**src/hw/rtl/assert_macros.svh**
```systemverilog
// assertion macros for the rtl top level
`ifndef ASSERT_MACROS_SVH
`define ASSERT_MACROS_SVH

// same-cycle implication, checked outside reset
`define UTEL_ASSERT_IMP(lbl, ante, cons, msg) \
    lbl: assert property (@(posedge i_clk) disable iff (!i_rst_n) (ante) |-> (cons)) \
        else $error(msg);

// next-cycle implication, checked outside reset
`define UTEL_ASSERT_NXT(lbl, ante, cons, msg) \
    lbl: assert property (@(posedge i_clk) disable iff (!i_rst_n) (ante) |=> (cons)) \
        else $error(msg);

`endif

```
**src/hw/rtl/utel_pkg.sv**
```systemverilog
// types, constants and calendar helpers for the utc to local time converter
`default_nettype none

package utel_pkg;

    // one calendar timestamp as it moves down the pipeline
    typedef struct packed {
        logic [11:0] year;
        logic [3:0]  month;
        logic [4:0]  day;
        logic [4:0]  hour;
        logic [5:0]  minute;
        logic [5:0]  second;
    } t_stamp;

    // leap flag and weekday base with its mod-7 reciprocal product
    typedef struct packed {
        logic        leap;
        logic [12:0] base;
        logic [26:0] prod;
    } t_dow;

    // summer decision, leap flag and offset hour sum
    typedef struct packed {
        logic       summer;
        logic       leap;
        logic [5:0] hour_sum;
    } t_adj;

    // configuration register indexes and reset values
    localparam logic [1:0] CFG_WINTER   = 2'd0;
    localparam logic [1:0] CFG_SUMMER   = 2'd1;
    localparam logic [3:0] WINTER_RESET = 4'd1;
    localparam logic [3:0] SUMMER_RESET = 4'd2;

    // reciprocals for division by 25 and by 7
    localparam logic [10:0] RECIP_25 = 11'd1311;
    localparam int          SHIFT_25 = 15;
    localparam logic [13:0] RECIP_7  = 14'd9363;
    localparam int          SHIFT_7  = 16;

    // month codes
    localparam logic [3:0] M_NONE = 4'd0;
    localparam logic [3:0] M_JAN  = 4'd1;
    localparam logic [3:0] M_FEB  = 4'd2;
    localparam logic [3:0] M_MAR  = 4'd3;
    localparam logic [3:0] M_APR  = 4'd4;
    localparam logic [3:0] M_MAY  = 4'd5;
    localparam logic [3:0] M_JUN  = 4'd6;
    localparam logic [3:0] M_JUL  = 4'd7;
    localparam logic [3:0] M_AUG  = 4'd8;
    localparam logic [3:0] M_SEP  = 4'd9;
    localparam logic [3:0] M_OCT  = 4'd10;
    localparam logic [3:0] M_NOV  = 4'd11;
    localparam logic [3:0] M_DEC  = 4'd12;

    // march and october both have 31 days; weekday table entries 2 and 6
    localparam int          LAST_DAY  = 31;
    localparam logic [2:0]  MAR_SHIFT = 3'((LAST_DAY + 2) % 7);
    localparam logic [2:0]  OCT_SHIFT = 3'((LAST_DAY + 6) % 7);
    localparam logic [4:0]  LONG_LEN  = 5'(LAST_DAY);
    localparam logic [5:0]  DAY_HOURS = 6'd24;

    // month length; codes outside january to december count as 31 days
    function automatic logic [4:0] month_days(input logic [3:0] m, input logic leap);
        logic [4:0] n;
        unique case (m)
            M_FEB:                      n = leap ? 5'd29 : 5'd28;
            M_APR, M_JUN, M_SEP, M_NOV: n = 5'd30;
            default:                    n = LONG_LEN;
        endcase
        return n;
    endfunction

endpackage

`default_nettype wire

```
**src/hw/rtl/utc_to_eu_local_time.sv**
```systemverilog
// top level of the utc to european local time converter
//
// Converts one UTC date and time into local civil time with European summer
// time, decided at the UTC day boundary from the last sundays of march and
// october. A request is taken at each rising edge with i_start high and
// o_busy low; o_busy is always low, so a new request may come every cycle.
// The result appears on the o_local_* ports and o_summer_time for exactly one
// cycle, marked by o_valid, once the request has passed all pipeline stages.
// Throughput is one request per cycle through a five
// stage pipeline: year/100 and year/400 products, leap test and weekday base,
// mod-7 product, summer decision with the hour add, and the day/month/year
// carry. Results come out in request order.
// The receiver cannot stall, so nothing is ever held back.
// Offsets are written through i_cfg_we / i_cfg_index / i_cfg_data: index 0 is
// the winter offset, index 1 the summer offset, other indexes are ignored.
// Write them only while no request is in flight.
// Synchronous reset clears the pipeline valid bits and sets the offsets to
// one hour in winter and two hours in summer.
`default_nettype none

module utc_to_eu_local_time (
    input  logic        i_clk,
    input  logic        i_rst_n,
    input  logic        i_start,
    output logic        o_busy,
    input  logic [11:0] i_utc_year,
    input  logic [3:0]  i_utc_month,
    input  logic [4:0]  i_utc_day,
    input  logic [4:0]  i_utc_hour,
    input  logic [5:0]  i_utc_minute,
    input  logic [5:0]  i_utc_second,
    input  logic        i_cfg_we,
    input  logic [1:0]  i_cfg_index,
    input  logic [3:0]  i_cfg_data,
    output logic        o_valid,
    output logic [11:0] o_local_year,
    output logic [3:0]  o_local_month,
    output logic [4:0]  o_local_day,
    output logic [4:0]  o_local_hour,
    output logic [5:0]  o_local_minute,
    output logic [5:0]  o_local_second,
    output logic        o_summer_time
);
    import utel_pkg::*;

`include "assert_macros.svh"

    logic       r_winter_off;
    logic [3:0] r_winter_hours;
    logic [3:0] r_summer_hours;

    t_stamp     w_in_stamp;
    logic       w_dow_valid;
    t_stamp     w_dow_stamp;
    t_dow       w_dow;
    logic       w_adj_valid;
    t_stamp     w_adj_stamp;
    t_adj       w_adj;
    t_stamp     w_out_stamp;

    // offset registers
    always_ff @(posedge i_clk) begin
        if (!i_rst_n) begin
            r_winter_hours <= WINTER_RESET;
            r_summer_hours <= SUMMER_RESET;
        end else if (i_cfg_we) begin
            if (i_cfg_index == CFG_WINTER) begin
                r_winter_hours <= i_cfg_data;
            end
            if (i_cfg_index == CFG_SUMMER) begin
                r_summer_hours <= i_cfg_data;
            end
        end
    end

    // tracks whether the last offset write went to the winter register
    always_ff @(posedge i_clk) begin
        if (!i_rst_n) begin
            r_winter_off <= 1'b0;
        end else if (i_cfg_we) begin
            r_winter_off <= (i_cfg_index == CFG_WINTER);
        end
    end

    // request fields
    assign w_in_stamp.year   = i_utc_year;
    assign w_in_stamp.month  = i_utc_month;
    assign w_in_stamp.day    = i_utc_day;
    assign w_in_stamp.hour   = i_utc_hour;
    assign w_in_stamp.minute = i_utc_minute;
    assign w_in_stamp.second = i_utc_second;

    assign o_busy = 1'b0;

    // pipeline
    utel_dow u_dow (
        .i_clk   (i_clk),
        .i_rst_n (i_rst_n),
        .i_valid (i_start && !o_busy),
        .i_stamp (w_in_stamp),
        .o_valid (w_dow_valid),
        .o_stamp (w_dow_stamp),
        .o_dow   (w_dow)
    );

    utel_offset u_offset (
        .i_clk        (i_clk),
        .i_rst_n      (i_rst_n),
        .i_valid      (w_dow_valid),
        .i_stamp      (w_dow_stamp),
        .i_dow        (w_dow),
        .i_winter_off (r_winter_hours),
        .i_summer_off (r_summer_hours),
        .o_valid      (w_adj_valid),
        .o_stamp      (w_adj_stamp),
        .o_adj        (w_adj)
    );

    utel_carry u_carry (
        .i_clk    (i_clk),
        .i_rst_n  (i_rst_n),
        .i_valid  (w_adj_valid),
        .i_stamp  (w_adj_stamp),
        .i_adj    (w_adj),
        .o_valid  (o_valid),
        .o_stamp  (w_out_stamp),
        .o_summer (o_summer_time)
    );

    // result fields
    assign o_local_year   = w_out_stamp.year;
    assign o_local_month  = w_out_stamp.month;
    assign o_local_day    = w_out_stamp.day;
    assign o_local_hour   = w_out_stamp.hour;
    assign o_local_minute = w_out_stamp.minute;
    assign o_local_second = w_out_stamp.second;

    // checks
    `UTEL_ASSERT_NXT(a_latency, i_start && !o_busy, ##4 o_valid, "result missing after request")
    `UTEL_ASSERT_IMP(a_no_spurious, o_valid, $past(i_start, 5), "result without request")
    `UTEL_ASSERT_IMP(a_hour_range, o_valid, o_local_hour < 5'd24, "local hour out of range")
    `UTEL_ASSERT_IMP(a_summer_month, o_valid && o_summer_time,
        o_local_month >= M_MAR && o_local_month <= M_OCT, "summer time outside march..october")
    `UTEL_ASSERT_IMP(a_cfg_track, $past(i_cfg_we) && r_winter_off,
        $past(i_cfg_data) == r_winter_hours, "winter offset write lost")

endmodule

`default_nettype wire

```
**src/hw/rtl/utel_dow.sv**
```systemverilog
// stages 1 to 3: leap year test and weekday base for the last-sunday rule
`default_nettype none

module utel_dow (
    input  logic              i_clk,
    input  logic              i_rst_n,
    input  logic              i_valid,
    input  utel_pkg::t_stamp  i_stamp,
    output logic              o_valid,
    output utel_pkg::t_stamp  o_stamp,
    output utel_pkg::t_dow    o_dow
);
    import utel_pkg::*;

    logic        r_s1_valid;
    t_stamp      r_s1_stamp;
    logic [20:0] r_s1_p100;
    logic [18:0] r_s1_p400;

    logic        r_s2_valid;
    t_stamp      r_s2_stamp;
    logic        r_s2_leap;
    logic [12:0] r_s2_base;

    logic        r_s3_valid;
    t_stamp      r_s3_stamp;
    logic        r_s3_leap;
    logic [12:0] r_s3_base;
    logic [26:0] r_s3_prod;

    logic [5:0]  n_q100;
    logic [3:0]  n_q400;
    logic [11:0] n_m100;
    logic [7:0]  n_m25;
    logic        n_zero100;
    logic        n_zero400;
    logic        n_leap;
    logic [12:0] n_base;

    // valid bits
    always_ff @(posedge i_clk) begin
        if (!i_rst_n) begin
            r_s1_valid <= 1'b0;
            r_s2_valid <= 1'b0;
            r_s3_valid <= 1'b0;
        end else begin
            r_s1_valid <= i_valid;
            r_s2_valid <= r_s1_valid;
            r_s3_valid <= r_s2_valid;
        end
    end

    // stage 1: year/4 and year/16 times the reciprocal of 25
    always_ff @(posedge i_clk) begin
        r_s1_stamp <= i_stamp;
        r_s1_p100  <= {11'd0, i_stamp.year[11:2]} * {10'd0, RECIP_25};
        r_s1_p400  <= {11'd0, i_stamp.year[11:4]} * {8'd0, RECIP_25};
    end

    // stage 2: quotients, leap test, weekday base
    always_comb begin
        n_q100    = r_s1_p100[20:SHIFT_25];
        n_q400    = r_s1_p400[18:SHIFT_25];
        n_m100    = 12'(n_q100) * 12'd100;
        n_m25     = 8'(n_q400) * 8'd25;
        n_zero100 = (r_s1_stamp.year == n_m100);
        n_zero400 = (r_s1_stamp.year[3:0] == 4'd0) && (r_s1_stamp.year[11:4] == n_m25);
        n_leap    = ((r_s1_stamp.year[1:0] == 2'd0) && !n_zero100) || n_zero400;
        n_base    = 13'(r_s1_stamp.year) + 13'(r_s1_stamp.year[11:2])
                  - 13'(n_q100) + 13'(n_q400);
    end

    always_ff @(posedge i_clk) begin
        r_s2_stamp <= r_s1_stamp;
        r_s2_leap  <= n_leap;
        r_s2_base  <= n_base;
    end

    // stage 3: base times the reciprocal of 7
    always_ff @(posedge i_clk) begin
        r_s3_stamp <= r_s2_stamp;
        r_s3_leap  <= r_s2_leap;
        r_s3_base  <= r_s2_base;
        r_s3_prod  <= {14'd0, r_s2_base} * {13'd0, RECIP_7};
    end

    assign o_valid     = r_s3_valid;
    assign o_stamp     = r_s3_stamp;
    assign o_dow.leap  = r_s3_leap;
    assign o_dow.base  = r_s3_base;
    assign o_dow.prod  = r_s3_prod;

endmodule

`default_nettype wire

```
**src/hw/rtl/utel_offset.sv**
```systemverilog
// stage 4: last sundays of march and october, summer decision, hour offset
`default_nettype none

module utel_offset (
    input  logic              i_clk,
    input  logic              i_rst_n,
    input  logic              i_valid,
    input  utel_pkg::t_stamp  i_stamp,
    input  utel_pkg::t_dow    i_dow,
    input  logic [3:0]        i_winter_off,
    input  logic [3:0]        i_summer_off,
    output logic              o_valid,
    output utel_pkg::t_stamp  o_stamp,
    output utel_pkg::t_adj    o_adj
);
    import utel_pkg::*;

    logic        r_valid;
    t_stamp      r_stamp;
    t_adj        r_adj;

    logic [10:0] n_q7;
    logic [12:0] n_diff;
    logic [2:0]  n_rem;
    logic [3:0]  n_mar_sum;
    logic [3:0]  n_oct_sum;
    logic [2:0]  n_mar_wd;
    logic [2:0]  n_oct_wd;
    logic [4:0]  n_last_mar;
    logic [4:0]  n_last_oct;
    logic        n_summer;
    logic [3:0]  n_off;

    // weekday of the 31st, then the last sunday of each switch month
    always_comb begin
        n_q7       = i_dow.prod[26:SHIFT_7];
        n_diff     = i_dow.base - 13'(n_q7) * 13'd7;
        n_rem      = n_diff[2:0];
        n_mar_sum  = {1'b0, n_rem} + {1'b0, MAR_SHIFT};
        n_oct_sum  = {1'b0, n_rem} + {1'b0, OCT_SHIFT};
        n_mar_wd   = (n_mar_sum >= 4'd7) ? 3'(n_mar_sum - 4'd7) : n_mar_sum[2:0];
        n_oct_wd   = (n_oct_sum >= 4'd7) ? 3'(n_oct_sum - 4'd7) : n_oct_sum[2:0];
        n_last_mar = LONG_LEN - 5'(n_mar_wd);
        n_last_oct = LONG_LEN - 5'(n_oct_wd);
    end

    // summer time from the utc date
    always_comb begin
        priority if (i_stamp.month >= M_APR && i_stamp.month <= M_SEP) begin
            n_summer = 1'b1;
        end else if (i_stamp.month == M_MAR) begin
            n_summer = (i_stamp.day >= n_last_mar);
        end else if (i_stamp.month == M_OCT) begin
            n_summer = (i_stamp.day < n_last_oct);
        end else begin
            n_summer = 1'b0;
        end
        n_off = n_summer ? i_summer_off : i_winter_off;
    end

    always_ff @(posedge i_clk) begin
        if (!i_rst_n) begin
            r_valid <= 1'b0;
        end else begin
            r_valid <= i_valid;
        end
    end

    always_ff @(posedge i_clk) begin
        r_stamp          <= i_stamp;
        r_adj.summer     <= n_summer;
        r_adj.leap       <= i_dow.leap;
        r_adj.hour_sum   <= 6'(i_stamp.hour) + 6'(n_off);
    end

    assign o_valid = r_valid;
    assign o_stamp = r_stamp;
    assign o_adj   = r_adj;

endmodule

`default_nettype wire

```
**src/hw/rtl/utel_carry.sv**
```systemverilog
// stage 5: hour wrap with carry into day, month and year; output register
`default_nettype none

module utel_carry (
    input  logic              i_clk,
    input  logic              i_rst_n,
    input  logic              i_valid,
    input  utel_pkg::t_stamp  i_stamp,
    input  utel_pkg::t_adj    i_adj,
    output logic              o_valid,
    output utel_pkg::t_stamp  o_stamp,
    output logic              o_summer
);
    import utel_pkg::*;

    logic       r_valid;
    t_stamp     r_stamp;
    logic       r_summer;

    logic       n_roll;
    logic [4:0] n_len;
    logic [5:0] n_day_inc;
    logic       n_over;
    t_stamp     n_stamp;

    // carry chain
    always_comb begin
        n_roll    = (i_adj.hour_sum >= DAY_HOURS);
        n_len     = month_days(i_stamp.month, i_adj.leap);
        n_day_inc = 6'(i_stamp.day) + 6'd1;
        n_over    = (n_day_inc > 6'(n_len));
        n_stamp   = i_stamp;
        n_stamp.hour = n_roll ? 5'(i_adj.hour_sum - DAY_HOURS) : 5'(i_adj.hour_sum);
        if (n_roll) begin
            if (n_over) begin
                n_stamp.day = 5'd1;
                priority if (i_stamp.month == M_NONE) begin
                    n_stamp.month = M_JAN;
                end else if (i_stamp.month >= M_DEC) begin
                    n_stamp.month = M_JAN;
                    n_stamp.year  = i_stamp.year + 12'd1;
                end else begin
                    n_stamp.month = i_stamp.month + 4'd1;
                end
            end else begin
                n_stamp.day = n_day_inc[4:0];
            end
        end
    end

    always_ff @(posedge i_clk) begin
        if (!i_rst_n) begin
            r_valid <= 1'b0;
        end else begin
            r_valid <= i_valid;
        end
    end

    always_ff @(posedge i_clk) begin
        r_stamp  <= n_stamp;
        r_summer <= i_adj.summer;
    end

    assign o_valid  = r_valid;
    assign o_stamp  = r_stamp;
    assign o_summer = r_summer;

endmodule

`default_nettype wire
```
**config.mk**
```make
export PLATFORM = sky130hd
export DESIGN_NAME = utc_to_eu_local_time
export DESIGN_NICKNAME = d
export VERILOG_FILES = /design/src/hw/rtl/utel_pkg.sv /design/src/hw/rtl/utc_to_eu_local_time.sv /design/src/hw/rtl/utel_dow.sv /design/src/hw/rtl/utel_offset.sv /design/src/hw/rtl/utel_carry.sv
export VERILOG_INCLUDE_DIRS = /design/src /design/src/hw/rtl
export SDC_FILE = /design/constraint.sdc
export NUM_CORES = 1
export LEC_CHECK = 0
export ABC_AREA = 1
export BUFFER_PORTS_ARGS = -buffer_cell sky130_fd_sc_hd__buf_2
export CORE_UTILIZATION = 45
export CTS_BUF_LIST = sky130_fd_sc_hd__clkbuf_8
export DETAILED_ROUTE_END_ITERATION = 8
export SYNTH_ARGS = -nofsm -noshare
export SYNTH_HDL_FRONTEND = slang
export SYNTH_SLANG_ARGS = --single-unit
```
**constraint.sdc**
```tcl
create_clock -name i_clk -period 4.9 [get_ports i_clk]
set_input_delay 0 -clock i_clk [delete_from_list [all_inputs] [get_ports i_clk]]
set_output_delay 0 -clock i_clk [all_outputs]
set_load 0.01 [all_outputs]
```
# Yosys cells after proc, flatten, opt, wreduce, memory -nomap -nowiden
# Index checks and enable logic that the tools add are counted.
[word_totals] register_bits=292 latchBits=0 mem_bits_rw=0 mem_bits_ro=0 inputBits=48 output_inout_bits=41 wordCells=115 mem_count=0
[op_classes] n_addsub=15 multipliers=6 div=0 order_cmp=9 n_eq_ne=10 shift=0 n_mux=16 bitwise_logic=0 n_reduce_logical=12
[op_table] op="13-bit by 14-bit multiplier with 27-bit output (second input constant)" n=1
[op_table] op="12-bit two-way mux" n=2
[op_table] op="10-bit by 11-bit multiplier with 21-bit output (second input constant)" n=1
[op_table] op="21-bit two-way mux" n=1
[op_table] op="8-bit by 11-bit multiplier with 19-bit output (second input constant)" n=1
[op_table] op="16-bit two-way mux" n=1
[op_table] op="12-bit by 10-bit adder with 13-bit output" n=1
[op_table] op="13-bit by 4-bit adder with 13-bit output" n=1
[op_table] op="13-bit by 6-bit subtractor with 13-bit output" n=1
[op_table] op="12-bit by 1-bit adder with 12-bit output (second input constant)" n=1
[op_table] op="12-bit == test" n=1
[op_table] op="4-bit == test (second input constant)" n=3
[op_table] op="4-bit by 3-bit greater-or-equal comparator with 1-bit output (second input constant)" n=3
[op_table] op="4-bit two-way mux" n=3
[op_table] op="11-bit by 3-bit multiplier with 3-bit output (second input constant)" n=1
[op_table] op="6-bit by 5-bit multiplier with 10-bit output (second input constant)" n=1
[op_table] op="5-bit two-way mux" n=2
[op_table] op="5-bit one-hot mux with 2 select lines" n=1
[op_table] op="1-bit by 4-bit subtractor with 5-bit output (first input constant)" n=2
[op_table] op="4-bit by 2-bit == test with 1-bit output (second input constant)" n=2
[op_table] op="4-bit by 3-bit == test with 1-bit output (second input constant)" n=2
[op_table] op="8-bit == test" n=1
[op_table] op="4-bit logical NOT" n=2
[op_table] op="4-bit by 5-bit multiplier with 8-bit output (second input constant)" n=1
[op_table] op="other kinds (23)" n=32

# Logic depth before layout (Yosys ltp)
# Gate-level depths: netlist (run 1).
[depth] depth_word=12 mapped_depth=30 mapped_depth_nobuf=30

# By module
# From an unflattened synthesis (run 1), not the netlist that was laid out.
[hier_totals] hier_cells=1685 area_unflattened_um2=15278.4
[by_module_without_submodules] mod="utel_dow" n_inst=1 cells_each=1255 area_per_inst_um2=11484.8 seq_area_each_um2=3623.5
[by_module_without_submodules] mod="utel_offset" n_inst=1 cells_each=171 area_per_inst_um2=1759.2 seq_area_each_um2=940.9
[by_module_without_submodules] mod="utel_carry" n_inst=1 cells_each=207 area_per_inst_um2=1659.1 seq_area_each_um2=800.8
[by_module_without_submodules] mod="utc_to_eu_local_time" n_inst=1 cells_each=52 area_per_inst_um2=375.4 seq_area_each_um2=160.2

# Least setup slack after synthesis (run 1)
# OpenSTA, ideal clock, no wires.
[synth_timing] path_type="flip-flop to flip-flop" start="reg u_dow.r_s3_prod[16]" end="reg u_offset.r_adj (netlist bit u_offset.o_adj[5])" setup_time_ps=115 arrival_time_ps=3990 required_ps=4785 path_slack_ps=795 path_stages_with_launch=24 n_path_buf=0 period_less_slack_ps=4105 cell_sequence="dfxtp_1 > ha_1 > fa_1 > inv_1 > ha_1 > o211ai_1 > inv_1 > nand2_1 > nand2_1 > ha_1 > inv_1 > nand2_1 > a21oi_1 > o21bai_1 > a21oi_1 > nand2_2 > nand2_1 > nand2_1 > ha_1 > nand2_1 > nor2_1 > a211oi_1 > nor2_1 > o21a_1"
[synth_between] elab_chain_len=12 word_cells_on_any_way=19 classes_between="8 x add/sub; 1 x mul; 4 x order compare; 6 x mux"
[synth_lines] element="start, declared" line_no="utel_dow.sv:29" rtl="logic [26:0] r_s3_prod;"
[synth_lines] element="start signal, assigned" line_no="utel_dow.sv:84" rtl="r_s3_prod <= {14'd0, r_s2_base} * {13'd0, RECIP_7};"
[synth_lines] element="11-bit by 3-bit multiplier with 3-bit output *" line_no="utel_offset.sv:37" rtl="n_diff = i_dow.base - 13'(n_q7) * 13'd7;"
[synth_lines] element="3-bit subtractor *" line_no="utel_offset.sv:37"
[synth_lines] element="3-bit by 2-bit adder with 4-bit output" line_no="utel_offset.sv:40" rtl="n_oct_sum = {1'b0, n_rem} + {1'b0, OCT_SHIFT};"
[synth_lines] element="4-bit by 3-bit greater-or-equal comparator with 1-bit output or 3-bit subtractor (tied branches)" line_no="utel_offset.sv:42" rtl="n_oct_wd = (n_oct_sum >= 4'd7) ? 3'(n_oct_sum - 4'd7) : n_oct_sum[2:0];"
[synth_lines] element="3-bit two-way mux" line_no="utel_offset.sv:42"
[synth_lines] element="1-bit by 4-bit subtractor with 5-bit output" line_no="utel_offset.sv:44" rtl="n_last_oct = LONG_LEN - 5'(n_oct_wd);"
[synth_lines] element="5-bit < comparator" line_no="utel_offset.sv:54" rtl="n_summer = (i_stamp.day < n_last_oct);"
[synth_lines] element="1-bit two-way mux" line_no="utel_offset.sv:53" rtl="end else if (i_stamp.month == M_OCT) begin"
[synth_lines] element="1-bit two-way mux *" line_no="utel_offset.sv:51" rtl="end else if (i_stamp.month == M_MAR) begin"
[synth_lines] element="1-bit two-way mux *" line_no="utel_offset.sv:49" rtl="priority if (i_stamp.month >= M_APR && i_stamp.month <= M_SEP) begin"
[synth_lines] element="via u_offset.n_summer" line_no="utel_offset.sv:31" rtl="logic n_summer;"
[synth_lines] element="4-bit two-way mux *" line_no="utel_offset.sv:58" rtl="n_off = n_summer ? i_summer_off : i_winter_off;"
[synth_lines] element="5-bit by 4-bit adder with 6-bit output *" line_no="utel_offset.sv:73" rtl="r_adj.hour_sum <= 6'(i_stamp.hour) + 6'(n_off);"
[synth_lines] element="end, declared" line_no="utel_offset.sv:20" rtl="t_adj r_adj;"
# The timed path passes the listed nets; every way through them passes the cells marked *.
# A chain may end at the register's enable or synchronous reset.

# Final worst setup path (run 1)
# Ends and elaborated chain as after synthesis.

==> results.yml, run 1 <==
critical_path:
  cp_slowest_cell: "fa_1"
  critPathLaunchType: "register"
  cpPeakStageDelay_ns: 0.67
  timing.rr.start: "u_dow.r_s3_prod[16]"
  endpoint_kind: "register"
  worstPathCellList: "ha_1 -> fa_1 -> inv_1 -> ha_1 -> o211ai_1 -> inv_1 -> nand2_1 -> nand2_1 -> ha_1 -> inv_1 -> nand2_1 -> a21oi_1 -> o21bai_1 -> a21oi_2 -> nand2_2 -> nand2_1 -> nand2_1 -> ha_1 -> nand2_1 -> nor2_1 -> a211oi_1 -> nor2_1 -> o21a_1"
  worstSetupPathType: "reg -> reg"
  worstPathArrival_ns: 4.88
  crit_fanout: 6
  timing.rr.end: "u_offset.o_adj[5]"
  r2r_slack_ns: 0.42
  cpMostUsedCell: "nand2_1"
  r2r_cells: 23
  required_ns: 5.31
logic_synthesis:
  yosys_register_bits: 238
  synth_compound_area_share_pct: 4.90
  synth_xor_area_share_pct: 2.99
  synthAdderAreaFrac_pct: 31.9
  synth_cells: 1530
  yosysSeqAreaShare_pct: 35.4
  synth_top_family_by_area: "adder cells"
  syn_area_per_cell_um2: 8.80
  yosys_warnings: 0
  synth-simple-area-share_pct: 15.8
  synthMuxAreaShare_pct: 0.0743
  netlist_area_um2: 13500
  synth_nets: 1875
  synth_cell_types: 36
global_routing:
  grt_pass1_wl_mm: 44.5
  grt_max_degree: 20
  grt_overflow: 0
  grt_pass1_vias: 9729
  grtUsageTotal_pct: 17.7
  antenna_found_initial: 0
worst_hold_path:
  min_path_type: "in -> reg"
  min_to: "u_dow.r_s1_stamp[27]"
  hold_path_depth: 2
  min_from: "i_utc_year[1]"
drt:
  dr.pass1.iters: 5
  num_vias: 9839
  wl_per_cell_um: 12.2
  ant_nets: 0
  route.detailed.drc: 0
  totalWireLength_mm: 25.9
  drt_iter0_markers: 312
  viasPerCell: 4.65
layout:
  layout.cells.non_filler: 2117
  syn2layout_area_growth_pct: 16.6
  fill_cells: 2724
  antenna_cells: 0
  final_common_cell: "nand2_1"
  layout_common_cells: "324 x nand2_1, 308 x inv_1, 238 x dfxtp_1, 219 x ha_1, 87 x buf_2"
  drive_gt1_share_pct: 9.41
  nNetsFinal: 2050
floorplanning:
  io_pins: 89
  die-area_um2: 30600
  die_h_um: 175
  start_util_pct: 46.3
  die_w_um: 175
  row_count: 62
  core-area_um2: 29100
place:
  port_buffers: 87
  dp_cells: 1992
  post-place-ws_ns: 0.277
  gp_congestion: 0.879
  dp.final_hpwl_mm: 20.7
outcome:
  status: "complete, no violations"
clocking:
  cts_tree: "yes"
  clock_path_buffers: 3
  numCtsBuffers: 38
  path_clk_slew_ns: 0.06
  cts_sinks: 238
  cts_root_buf: "clkbuf_8"
  insertion_delay_ns: 0.52
  htree_num_levels: 2
run:
  drv_cap: 0
sta:
  setup_viol: 0
  finalCriticalPeriod_ns: 4.48
  hold_viol: 0
  final_max_slew_viol_count: 0
  finalClockSkew_ns: 0.0219
  period_share_pct: 91.3
  fin_setup_tns_ns: 0
  max_freq_ghz: 0.223
  setup_slack_ns: 0.424
  rsz0062_at_grt: "no"
-- synthesized netlist by cell type --
| master | number | share of area [%] |
|---|---|---|
| a21oi_1 | 60 | 2.2 |
| nor3_1 | 10 | 0.37 |
| a31oi_1 | 4 | 0.19 |
| or2_1 | 1 | 0.046 |
| nand3_2 | 1 | 0.074 |
| buf_6 | 2 | 0.17 |
| a211oi_1 | 1 | 0.056 |
| nand2_4 | 2 | 0.17 |
| inv_1 | 298 | 8.3 |
| clkbuf_1 | 3 | 0.084 |
| a21o_1 | 4 | 0.22 |
| nand4_1 | 18 | 0.84 |
| nand2_1 | 324 | 9.0 |
| nor2_1 | 72 | 2.0 |
| buf_4 | 1 | 0.056 |
| nor2_2 | 2 | 0.093 |
| ha_1 | 219 | 20 |
| inv_2 | 5 | 0.14 |
| xnor2_1 | 21 | 1.4 |
| mux2i_1 | 1 | 0.074 |
| nor4_1 | 4 | 0.19 |
| o21ai_1 | 2 | 0.074 |
| o22ai_1 | 1 | 0.046 |
| o21bai_1 | 3 | 0.17 |
| buf_2 | 4 | 0.15 |
| nand3b_1 | 6 | 0.33 |
| xor2_1 | 25 | 1.6 |
| nand2_2 | 2 | 0.093 |
| dfxtp_1 | 238 | 35 |
| or2_2 | 4 | 0.19 |
| conb_1 | 1 | 0.028 |
| o21ai_0 | 44 | 1.6 |
| o21a_1 | 2 | 0.11 |
| nand3_1 | 64 | 2.4 |
| o211ai_1 | 3 | 0.17 |
| fa_1 | 78 | 12 |
-- cell type report --
| type | count | area [um2] | area share [%] |
|---|---|---|---|
| Multi-Input combinational cell | 979 | 7510 | 47.8 |
| Clock inverter | 21 | 155 | 0.988 |
| Timing Repair Buffer | 145 | 1010 | 6.45 |
| Inverter | 303 | 1140 | 7.24 |
| Sequential cell | 238 | 4760 | 30.3 |
| Clock buffer | 47 | 647 | 4.12 |
| Tap cell | 384 | 480 | 3.06 |
-- worst max path at each step --
stage,startpoint,to,cells after the start
2_1_floorplan,u_dow.r_s3_prod[16],u_offset.o_adj[5],23
3_3_place_gp,u_dow.r_s3_prod[16],u_offset.o_adj[5],23
3_5_place_dp,u_dow.r_s3_prod[16],u_offset.o_adj[5],23
4_1_cts,u_dow.r_s3_prod[16],u_offset.o_adj[5],23
5_1_grt,u_dow.r_s3_prod[16],u_offset.o_adj[5],28
6_report,u_dow.r_s3_prod[16],u_offset.o_adj[5],23
-- cell families after synthesis --
logic type / after synthesis
and+or+nand+nor: 510
buffers and inverters: 313
adders and majority gates: 297
DFF: 238
AOI/OAI and AO/OA: 124
xor gates and xnor gates: 46
other: 1
muxes: 1
-- critical path: cells and delay by family, from the launching register on --
kind	cells	cell delay, ns
AOI/OAI and AO/OA	6	1.31
buffers and inverters	3	0.26
DFF	1	0.33
adders and majority gates	5	1.82
and+or+nand+nor	9	0.66
-- per-stage QoR --
stage / utilization [%] / hold slack [ns] / instance area (um2)
2_1_floorplan: - / 0.0277 / 13500
4_1_cts: 54.0 / 0.0732 / 15700
6_report: 54.0 / 0.115 / 15700
5_1_grt: 54.0 / 0.101 / 15700
3_5_place_dp: 49.3 / 0.104 / 14300
3_3_place_gp: 49.3 / 0.102 / 14300
-- what timing repair did --
item | CTS | global route
resized for setup | 0 | 1
hold endpoints to repair | 51 | 0
setup endpoints to repair | 0 | 1
setup buffers | 0 | 0
hold buffers | 57 | 0
-- per-layer routing --
layer  track usage (%)  wire length (um)  share of wire [%]  up-vias
met5                 0                 0                  0        -
met4              5.51               651                2.5        0
met3              2.33               773                3.0       50
met2              31.3             12600                 49      159
met1              22.2             11900                 46     4479
li1                  -                 -                  -     5151
-- state kept, by name (all words and copies together), names as in the netlist, 3 cells and up --
register and count:
u_offset.o_stamp 33, u_dow.r_s2_base 13, u_carry.o_stamp 38, u_dow.o_stamp 38, u_dow.r_s1_p400 4, r_winter_hours 4, u_dow.r_s3_prod 3, u_dow.r_s3_base 3
u_offset.o_adj 8, u_dow.r_s1_p100 6, u_dow.r_s1_stamp 38, r_summer_hours 4, u_dow.r_s2_stamp 38
Power of run 1 is left out: the tool's default activity adds up to more than one toggle a clock period on the data nets, which glitch-free logic cannot reach.
==> inputs of run 2 (changes only) <==
MAX_ROUTING_LAYER = met4   (was not set)
SKIP_CTS_REPAIR_TIMING = 1   (was not set)
==> results.yml, run 2 (synthesis gave the netlist of run 1 again) <==
critical_path:
  crit_fanout: 6
  timing.rr.start: "u_dow.r_s3_prod[16]"
  worstPathArrival_ns: 4.76
  r2r_slack_ns: 0.55
  critPathLaunchType: "register"
  timing.rr.end: "u_offset.o_adj[5]"
  worstSetupPathType: "reg -> reg"
  required_ns: 5.31
  endpoint_kind: "register"
  r2r_cells: 23
global_routing:
  grt_pass1_vias: 9374
  grt_max_degree: 20
  grt_overflow: 0
  grtUsageTotal_pct: 17.6
  antenna_found_initial: 0
  grt_pass1_wl_mm: 42.7
drt:
  viasPerCell: 4.61
  ant_nets: 0
  totalWireLength_mm: 25.5
  wl_per_cell_um: 12.1
  dr.pass1.iters: 5
  num_vias: 9735
  route.detailed.drc: 0
  drt_iter0_markers: 346
worst_hold_path:
  hold_path_depth: 6
  min_to: "r_summer_hours[0]"
  min_from: "i_cfg_we"
  min_path_type: "in -> reg"
floorplanning:
  start_util_pct: 46.3
  row_count: 62
  die-area_um2: 30600
  die_w_um: 175
  io_pins: 89
  die_h_um: 175
  core-area_um2: 29100
layout:
  antenna_cells: 0
  drive_gt1_share_pct: 9.48
  syn2layout_area_growth_pct: 16.5
  nNetsFinal: 2050
  layout_common_cells: "324 x nand2_1, 306 x inv_1, 238 x dfxtp_1, 219 x ha_1, 87 x buf_2"
  final_common_cell: "nand2_1"
outcome:
  violations: "hold timing"
  status: "finished, violations left"
clocking:
  insertion_delay_ns: 0.52
  cts_root_buf: "clkbuf_8"
  clock_path_buffers: 3
  cts_sinks: 238
  path_clk_slew_ns: 0.06
  cts_tree: "yes"
  htree_num_levels: 2
  numCtsBuffers: 39
sta:
  setup_viol: 0
  rsz0062_at_grt: "no"
  period_share_pct: 88.7
  finalCriticalPeriod_ns: 4.35
  hold-worst-slack_ns: -0.0248
  final_max_slew_viol_count: 0
  max_freq_ghz: 0.230
  finalClockSkew_ns: 0.0191
  hold_viol: 2
  fin_setup_tns_ns: 0
place:
  dp.final_hpwl_mm: 20.4
  port_buffers: 87
  gp_congestion: 0.888
run:
  drv_cap: 0
==> run 2: how the worst max path moves through the flow <==
stage / start / to / slack [ns] / cells past startpoint
CTS: u_dow.r_s3_prod[16] / u_offset.o_adj[5] / 0.33 / 23
global route: u_dow.r_s3_prod[16] / u_offset.o_adj[5] / 0.03 / 28
finish: u_dow.r_s3_prod[16] / u_offset.o_adj[5] / 0.55 / 23
detailed placement: u_dow.r_s3_prod[16] / u_offset.o_adj[5] / 0.34 / 23
global placement: u_dow.r_s3_prod[16] / u_offset.o_adj[5] / 0.43 / 23
floorplan: u_dow.r_s3_prod[16] / u_offset.o_adj[5] / 0.80 / 23
==> run 2: critical path, cell delays in order, from the launching register on <==
cell and delay (ns):
dfxtp_1 0.33, ha_1 0.37, fa_1 0.68, inv_1 0.12
ha_1 0.23, o211ai_1 0.26, inv_1 0.09, nand2_1 0.07
nand2_1 0.05, ha_1 0.26, inv_1 0.05, nand2_1 0.04
a21oi_1 0.11, o21bai_1 0.12, a21oi_2 0.29, nand2_2 0.14
nand2_1 0.08, nand2_1 0.07, ha_1 0.31, nand2_1 0.08
nor2_1 0.04, a211oi_2 0.21, nor2_1 0.07, o21a_1 0.17
==> run 2: area by class of cell <==
type	count	area, um2
inverter	303	1140
fill	2671	13400
sequential	238	4760
timing repair buffer	144	1000
clock buffer	46	633
multi-input combinational	979	7510
tap	384	480
clock inverter	20	154
==> run 2: per-stage QoR <==
step	instances	utilization, %	area (um2)	hold WS, ns	setup WS, ns
3_3_place_gp	1992	49.3	14300	0.102	0.431
3_5_place_dp	1992	49.3	14300	0.104	0.335
4_1_cts	2058	52.0	15100	-0.460	0.328
2_1_floorplan	1530	-	13500	0.0277	0.795
5_1_grt	2114	53.9	15700	0.0151	0.0293
6_report	2114	53.9	15700	-0.0248	0.554
==> run 2: routing by layer <==
layer / share of wire (%) / wire length, um / global-route usage, % / up-vias
met5: 0 / 0 / - / -
li1: - / - / - / 5148
met1: 46 / 11900 / 21.7 / 4409
met3: 2.7 / 679 / 2.24 / 52
met2: 48 / 12300 / 29.5 / 126
met4: 2.7 / 686 / 6.05 / 0
Power of run 2 is left out for the same reason.
